[config.mk]
export PLATFORM = sky130hd
export DESIGN_NAME = framed_packet_receiver
export DESIGN_NICKNAME = d
export VERILOG_FILES = /design/src/rtl/fpr_pkg.sv /design/src/rtl/fpr_ram.sv /design/src/rtl/fpr_ctrl.sv /design/src/rtl/framed_packet_receiver.sv
export SDC_FILE = /design/constraint.sdc
export NUM_CORES = 1
export LEC_CHECK = 0
export BUFFER_PORTS_ARGS = -buffer_cell sky130_fd_sc_hd__buf_2
export CORE_MARGIN = 8
export CORE_UTILIZATION = 50
export CTS_CLUSTER_SIZE = 12
export DETAILED_ROUTE_END_ITERATION = 16
export GPL_TIMING_DRIVEN = 0
export PLACE_DENSITY = 0.68
export SLEW_MARGIN = 20
export SYNTH_ARGS = -nofsm -noshare
export SYNTH_HDL_FRONTEND = slang
export SYNTH_SLANG_ARGS = --single-unit
[constraint.sdc]
create_clock -name clk_i -period 3.65 [get_ports clk_i]
set_clock_uncertainty 0.05 [all_clocks]
set_input_delay 0 -clock clk_i [delete_from_list [all_inputs] [get_ports clk_i]]
set_output_delay 0 -clock clk_i [all_outputs]
set_load 0.02 [all_outputs]
[src/rtl/fpr_pkg.sv]
// Package: shared constants and types of the framed packet receiver.
package fpr_pkg;

  localparam int MAX_PAYLOAD = 32;
  localparam int ADDR_W      = $clog2(MAX_PAYLOAD);
  localparam int LEN_W       = 6;
  localparam int BYTE_W      = 8;

  localparam logic [1:0] REG_START = 2'd0;
  localparam logic [1:0] REG_END   = 2'd1;
  localparam logic [1:0] REG_LIMIT = 2'd2;

  typedef struct packed {
    logic [BYTE_W-1:0] start_byte;
    logic [BYTE_W-1:0] end_byte;
    logic [LEN_W-1:0]  length_limit;
  } fpr_cfg_t;

  typedef struct packed {
    logic              we;
    logic [ADDR_W-1:0] waddr;
    logic [BYTE_W-1:0] wdata;
    logic [ADDR_W-1:0] raddr;
  } fpr_mem_req_t;

endpackage

[src/rtl/fpr_ram.sv]
// Payload store: one write port, one read port, registered read data.
module fpr_ram import fpr_pkg::*; (
  input  logic              clk_i,
  input  fpr_mem_req_t      req_i,
  output logic [BYTE_W-1:0] rdata_o
);

  logic [BYTE_W-1:0] mem [MAX_PAYLOAD];
  logic [BYTE_W-1:0] rdata_q;

  always_ff @(posedge clk_i) begin
    if (req_i.we) begin
      mem[req_i.waddr] <= req_i.wdata;
    end
    rdata_q <= mem[req_i.raddr];
  end

  assign rdata_o = rdata_q;

endmodule

[src/rtl/fpr_ctrl.sv]
// Frame parser and payload readout sequencer around the payload store.
module fpr_ctrl import fpr_pkg::*; (
  input  logic              clk_i,
  input  logic              rst_ni,
  input  fpr_cfg_t          cfg_i,
  input  logic              in_valid_i,
  output logic              in_ready_o,
  input  logic [BYTE_W-1:0] in_byte_i,
  output logic              out_valid_o,
  input  logic              out_ready_i,
  output logic [BYTE_W-1:0] out_byte_o,
  output logic [ADDR_W-1:0] out_index_o,
  output logic [LEN_W-1:0]  out_len_o,
  output logic              out_last_o,
  output fpr_mem_req_t      mem_req_o,
  input  logic [BYTE_W-1:0] mem_rdata_i
);

  localparam logic [2:0] ST_HUNT = 3'd0;
  localparam logic [2:0] ST_LEN  = 3'd1;
  localparam logic [2:0] ST_DATA = 3'd2;
  localparam logic [2:0] ST_CHK  = 3'd3;
  localparam logic [2:0] ST_END  = 3'd4;
  localparam logic [2:0] ST_RD   = 3'd5;
  localparam logic [2:0] ST_LD   = 3'd6;

  localparam logic [LEN_W-1:0] MAX_LEN = LEN_W'(MAX_PAYLOAD);

  logic [2:0]        state_q, state_d;
  logic [LEN_W-1:0]  count_q, count_d;
  logic [LEN_W-1:0]  len_q, len_d;
  logic [BYTE_W-1:0] run_q, run_d;
  logic [BYTE_W-1:0] rcv_q, rcv_d;
  logic [LEN_W-1:0]  idx_q, idx_d;
  logic              oval_q, oval_d;
  logic [BYTE_W-1:0] obyte_q, obyte_d;
  logic [ADDR_W-1:0] oidx_q, oidx_d;
  logic [LEN_W-1:0]  olen_q, olen_d;
  logic              olast_q, olast_d;

  logic              in_acc;
  logic              out_acc;
  logic [LEN_W-1:0]  limit;
  logic [LEN_W-1:0]  in_len;
  logic              is_last;

  assign in_ready_o = (state_q == ST_HUNT) || (state_q == ST_LEN) ||
                      (state_q == ST_DATA) || (state_q == ST_CHK) ||
                      (state_q == ST_END);
  assign in_acc  = in_valid_i && in_ready_o;
  assign out_acc = oval_q && out_ready_i;
  assign limit   = (cfg_i.length_limit > MAX_LEN) ? MAX_LEN : cfg_i.length_limit;
  assign in_len  = in_byte_i[LEN_W-1:0];
  assign is_last = (idx_q + LEN_W'(1)) == len_q;

  always_comb begin
    state_d = state_q;
    count_d = count_q;
    len_d   = len_q;
    run_d   = run_q;
    rcv_d   = rcv_q;
    idx_d   = idx_q;
    oval_d  = oval_q && !out_acc;
    obyte_d = obyte_q;
    oidx_d  = oidx_q;
    olen_d  = olen_q;
    olast_d = olast_q;

    mem_req_o.we    = 1'b0;
    mem_req_o.waddr = count_q[ADDR_W-1:0];
    mem_req_o.wdata = in_byte_i;
    mem_req_o.raddr = idx_q[ADDR_W-1:0];

    case (state_q)
      ST_HUNT: begin
        if (in_acc && in_byte_i == cfg_i.start_byte) begin
          count_d = '0;
          run_d   = in_byte_i;
          state_d = ST_LEN;
        end
      end
      ST_LEN: begin
        if (in_acc) begin
          if (in_byte_i == '0 || in_byte_i[BYTE_W-1:LEN_W] != '0 || in_len > limit) begin
            state_d = ST_HUNT;
          end else begin
            len_d   = in_len;
            run_d   = run_q ^ in_byte_i;
            state_d = ST_DATA;
          end
        end
      end
      ST_DATA: begin
        if (in_acc) begin
          mem_req_o.we = 1'b1;
          run_d   = run_q ^ in_byte_i;
          count_d = count_q + LEN_W'(1);
          if (count_d >= len_q) begin
            state_d = ST_CHK;
          end
        end
      end
      ST_CHK: begin
        if (in_acc) begin
          rcv_d   = in_byte_i;
          state_d = ST_END;
        end
      end
      ST_END: begin
        if (in_acc) begin
          idx_d = '0;
          if (in_byte_i == cfg_i.end_byte && rcv_q == run_q) begin
            state_d = ST_RD;
          end else begin
            state_d = ST_HUNT;
          end
        end
      end
      ST_RD: begin
        if (!oval_q || out_acc) begin
          state_d = ST_LD;
        end
      end
      ST_LD: begin
        oval_d  = 1'b1;
        obyte_d = mem_rdata_i;
        oidx_d  = idx_q[ADDR_W-1:0];
        olen_d  = len_q;
        olast_d = is_last;
        idx_d   = idx_q + LEN_W'(1);
        state_d = is_last ? ST_HUNT : ST_RD;
      end
      default: begin
        state_d = ST_HUNT;
      end
    endcase
  end

  always_ff @(posedge clk_i or negedge rst_ni) begin
    if (!rst_ni) begin
      state_q <= ST_HUNT;
      count_q <= '0;
      len_q   <= '0;
      run_q   <= '0;
      rcv_q   <= '0;
      idx_q   <= '0;
      oval_q  <= 1'b0;
    end else begin
      state_q <= state_d;
      count_q <= count_d;
      len_q   <= len_d;
      run_q   <= run_d;
      rcv_q   <= rcv_d;
      idx_q   <= idx_d;
      oval_q  <= oval_d;
    end
  end

  always_ff @(posedge clk_i) begin
    obyte_q <= obyte_d;
    oidx_q  <= oidx_d;
    olen_q  <= olen_d;
    olast_q <= olast_d;
  end

  assign out_valid_o = oval_q;
  assign out_byte_o  = obyte_q;
  assign out_index_o = oidx_q;
  assign out_len_o   = olen_q;
  assign out_last_o  = olast_q;

endmodule

[src/rtl/framed_packet_receiver.sv]
// Top level: configuration registers, frame parser and payload store.
// After the end byte of a valid frame, each payload byte takes a store read,
// then an output load; the store read waits until the output register is free.
// Throughput: one input byte per cycle while parsing; input stalls during
// readout.
// Reset: asynchronous active low; parser returns to hunting, registers to
// start 0x02, end 0x03, limit 32. The payload store is not cleared.
module framed_packet_receiver import fpr_pkg::*; (
  input  logic        clk_i,
  input  logic        rst_ni,
  input  logic        psel,
  input  logic        penable,
  input  logic        pwrite,
  input  logic [3:0]  paddr,
  input  logic [31:0] pwdata,
  output logic [31:0] prdata,
  output logic        pready,
  input  logic        s_axis_tvalid,
  output logic        s_axis_tready,
  input  logic [7:0]  s_axis_tdata,   // [7:0] rx_byte
  output logic        m_axis_tvalid,
  input  logic        m_axis_tready,
  output logic [23:0] m_axis_tdata,   // [7:0] payload_byte, [12:8] byte_index,
                                      // [18:13] frame_length, [23:19] zero
  output logic        m_axis_tlast    // last
);

  fpr_cfg_t          cfg_q;
  fpr_mem_req_t      mem_req;
  logic [BYTE_W-1:0] mem_rdata;
  logic [BYTE_W-1:0] out_byte;
  logic [ADDR_W-1:0] out_index;
  logic [LEN_W-1:0]  out_len;
  logic              wr_en;

  assign pready = 1'b1;
  assign wr_en  = psel && penable && pwrite;

  always_ff @(posedge clk_i or negedge rst_ni) begin
    if (!rst_ni) begin
      cfg_q.start_byte   <= 8'h02;
      cfg_q.end_byte     <= 8'h03;
      cfg_q.length_limit <= LEN_W'(32);
    end else if (wr_en) begin
      case (paddr[3:2])
        REG_START: cfg_q.start_byte   <= pwdata[BYTE_W-1:0];
        REG_END:   cfg_q.end_byte     <= pwdata[BYTE_W-1:0];
        REG_LIMIT: cfg_q.length_limit <= pwdata[LEN_W-1:0];
        default: begin
        end
      endcase
    end
  end

  always_comb begin
    case (paddr[3:2])
      REG_START: prdata = {24'd0, cfg_q.start_byte};
      REG_END:   prdata = {24'd0, cfg_q.end_byte};
      REG_LIMIT: prdata = {26'd0, cfg_q.length_limit};
      default:   prdata = '0;
    endcase
  end

  fpr_ctrl u_ctrl (
    .clk_i       (clk_i),
    .rst_ni      (rst_ni),
    .cfg_i       (cfg_q),
    .in_valid_i  (s_axis_tvalid),
    .in_ready_o  (s_axis_tready),
    .in_byte_i   (s_axis_tdata),
    .out_valid_o (m_axis_tvalid),
    .out_ready_i (m_axis_tready),
    .out_byte_o  (out_byte),
    .out_index_o (out_index),
    .out_len_o   (out_len),
    .out_last_o  (m_axis_tlast),
    .mem_req_o   (mem_req),
    .mem_rdata_i (mem_rdata)
  );

  fpr_ram u_ram (
    .clk_i   (clk_i),
    .req_i   (mem_req),
    .rdata_o (mem_rdata)
  );

  assign m_axis_tdata = {5'd0, out_len, out_index, out_byte};

endmodule
==> metrics <==
run status=completed; final hold violation count=0; Residual DRC=0; worst hold endpoint=u_ram.mem[6][7]; Hold WC Path Type=primary input to register; Leakage=roughly 6 nW; post_cts resized=0; total negative slack=0 ps; reg2reg end=u_ram.mem[3][7]; core box area=0.02886 mm²; worst endpoint required time=3730 ps; sequence of cells on the critical path=buf_2 -> nor2b_1 -> nand2_1 -> nor2_1 -> nand2_1 -> nor2_1; register area share after synthesis=0.6773; first-pass GRT wire length=50.14 mm; clock slew at reported path FFs=around 60 ps; Congestion Overflow GR=0; worst hold start=s_axis_tdata[7]; Place WS=between 400 and 500 ps; depth of the CTS H-tree=2; slowest CP cell=nor2_1; R2R depth=6; reg-to-reg startpoint=u_ctrl.state_q[2]; WL/cell=about 22 µm; Layout area overhead=14.62%; Final Util=0.5837; Num CTS Buffers=37; # fillers=roughly 2.2k; initial antenna violation count=0; initial core utilization=0.5093; Synth Area in XOR/XNOR=0.02299; syn avg cell area=between 15 and 20 µm²; RSZ-0062 raised after global routing=no; Std-Cell Rows=62; Final WS setup=447.5 ps; Tot GR Track Use=0.1839; Synth Area in Adders=0.01447; Cell variety after synth=55; Cells after Synth=between 900 and 1k; post-synth top area cell=edfxtp_1; Critical Path AT=~3300 ps; final non-filler cell total=1,472; Hold Path Cell Cnt=1; synth cell count leaders=edfxtp_1, mux2i_1, nand2_1; largest fanout on the critical path=9; largest family of logic cells by synthesized area=multiplexers; Final Cell Area=around 0.017 mm²; die area=between 0.03 and 0.04 mm²; initial DRC count=between 700 and 800; die width=roughly 190 µm; VDD IR max=~0.34 mV; IO Count=around 110; Max Cap Viol=0; delay-heaviest family, CP=simple AND/OR/NAND/NOR gates; worst slew pin tran=roughly 1000 ps; critical path type=register to register; largest net degree at the start of global routing=37; Sequential Area=0.009955 mm²; crit-path max cell delay=between 700 and 800 ps; area occupied by multi-input gates=roughly 0.0044 mm²; Placer Congestion=slightly below 0.9; reg2reg setup slack=450 ps; share of post-route cells with drive strength above 1=0.2197; Tmin final=3203 ps; cell with the most instances after synthesis=edfxtp_1; synthesized cell area=0.01470 mm²; Peak Freq=between 300 and 400 MHz; ys async rst share=0.1744; endpoints failing setup=0; Post-Place Cells=1,390; vias in the first global route=between 8k and 9k; Vias per Instance=roughly 5.7; IO Port Bufs=54; startpoint types=register; Post-synth EDFFs=around 280; post-synthesis mux area share=0.1320; total routed wirelength=around 33 mm; Clock Path Buffers=3; simple-gate portion of the synthesized area=0.06053; CP Buf/Inv Count=1; drt first pass iters=5; post-synthesis compound-gate area fraction=0.05823; Post-DP Area=between 0.015 and 0.02 mm²; Top FF cell, synth=edfxtp_1; Die H=around 190 µm; Max Slew Vio Count=0; Via Count=between 8k and 9k; launch point of the worst path=u_ctrl.state_q[2]; Final period util=0.8774; CTS root buf=clkbuf_16; power per cell area=between 600 and 700 mW/mm²; top cells by area, synth=edfxtp_1, dfrtp_1, mux4_2, mux2i_1, mux2_2; CTS tree=yes; Final HPWL DP=between 20 and 25 mm; relative slew slack=0.3206; Worst Setup End Kind=register; Post-DRT Antenna Nets=0; CTS sink cnt=around 340; top cell type's share of synthesized area=0.5639; # diodes=0; final net count=between 1k and 1.5k; Seq cells post-synth=approximately 340; later-pin clock latency in the skew report=510 ps; Synth warnings=0
==> per-stage QoR <==
stage | power [W] | hold WS (ps)
finish | 0.01098 | 20.25
global route | 0.01146 | 35.29
CTS | 0.01104 | 13.23
detailed placement | 0.007724 | -98.01
global placement | 0.007678 | 171.6
floorplan | 0.006889 | -345.6
==> worst max-delay path by stage <==
stage / end / slack (ps) / cells past startpoint
6_report: u_ram.mem[3][7] / 450 / 6
5_1_grt: u_ram.mem[1][0] / 220 / 6
4_1_cts: u_ram.mem[9][6] / 450 / 6
3_5_place_dp: u_ram.mem[31][1] / 470 / 6
3_3_place_gp: u_ram.mem[11][4] / 500 / 6
2_1_floorplan: u_ctrl.state_q[0] / 1240 / 9
==> layout make-up <==
class / count / share of cell area
tap: 384 / 0.02852
sequential: 344 / 0.5910
clock inverter: 9 / 0.002228
inverter: 14 / 0.003120
buffer: 76 / 0.02652
multi-input combinational: 517 / 0.2587
clock buffer: 52 / 0.05950
timing repair buffer: 76 / 0.03045
==> per-layer routing <==
layer | track usage | vias up | routed length [µm]
li1 | - | 3810 | -
met3 | 0.03747 | 46 | 2349
met4 | 0.05212 | 0 | 692
met2 | 0.2926 | 307 | 15220
met5 | 0 | - | 0
met1 | 0.2542 | 4164 | 14460
==> cells in the final DEF (no fill, tap or decap), drive strengths merged, types with 3 or more instances in the layout <==
cell type	count
edfxtp	276
buf	109
clkbuf	75
mux2i	61
nand2	59
dfrtp	56
nor2	43
mux4	40
mux2	38
o221ai	35
o21ai	32
conb	30
xnor2	26
dlygate4sd3	20
ha	17
inv	13
nor2b	13
nand3	12
xor2	10
nand2b	10
clkinv	10
a21oi	8
nand4	8
dfxtp	8
nor3	8
a22o	7
nor4	6
o211a	6
nand3b	5
o21a	5
nand4b	5
o311ai	4
dfstp	4
o22ai	3
a211o	3
nor3b	3
==> registers in the layout (all words and copies together) (netlist names) <==
name,flops
u_ctrl.out_len_o,6
u_ctrl.count_q,6
u_ctrl.out_valid_o,1
u_ctrl.state_q,3
cfg_q,22
u_ctrl.out_index_o,5
u_ctrl.len_q,6
u_ctrl.out_byte_o,8
u_ram.rdata_o,8
u_ctrl.rcv_q,8
u_ctrl.run_q,8
u_ram.mem,256
u_ctrl.out_last_o,1
u_ctrl.idx_q,6
==> logic make-up after synthesis <==
group	Yosys count
mux	139
fa+ha+maj	17
flops	344
compound gates	113
other cells	2
xor+xnor	36
simple gates	182
buf+inv	90
==> power by group <==
part	leakage (nW)	internal (W)	switching (W)
sequential	3.30	0.00454	0.000267
combinational	2.33	0.00128	0.00161
clock	0.507	0.00190	0.00139
==> worst register-to-register path: stages, from the launching register on <==
cell	delay, ps
dfrtp_1	350
buf_2	170
nor2b_1	340
nand2_1	160
nor2_1	470
nand2_1	510
nor2_1	780
==> timing repair <==
action,CTS,global route
hold buffers,21,0
buffers inserted,0,0
endpoints found under the hold margin,86,0
Power figures use the tool's default switching activity.
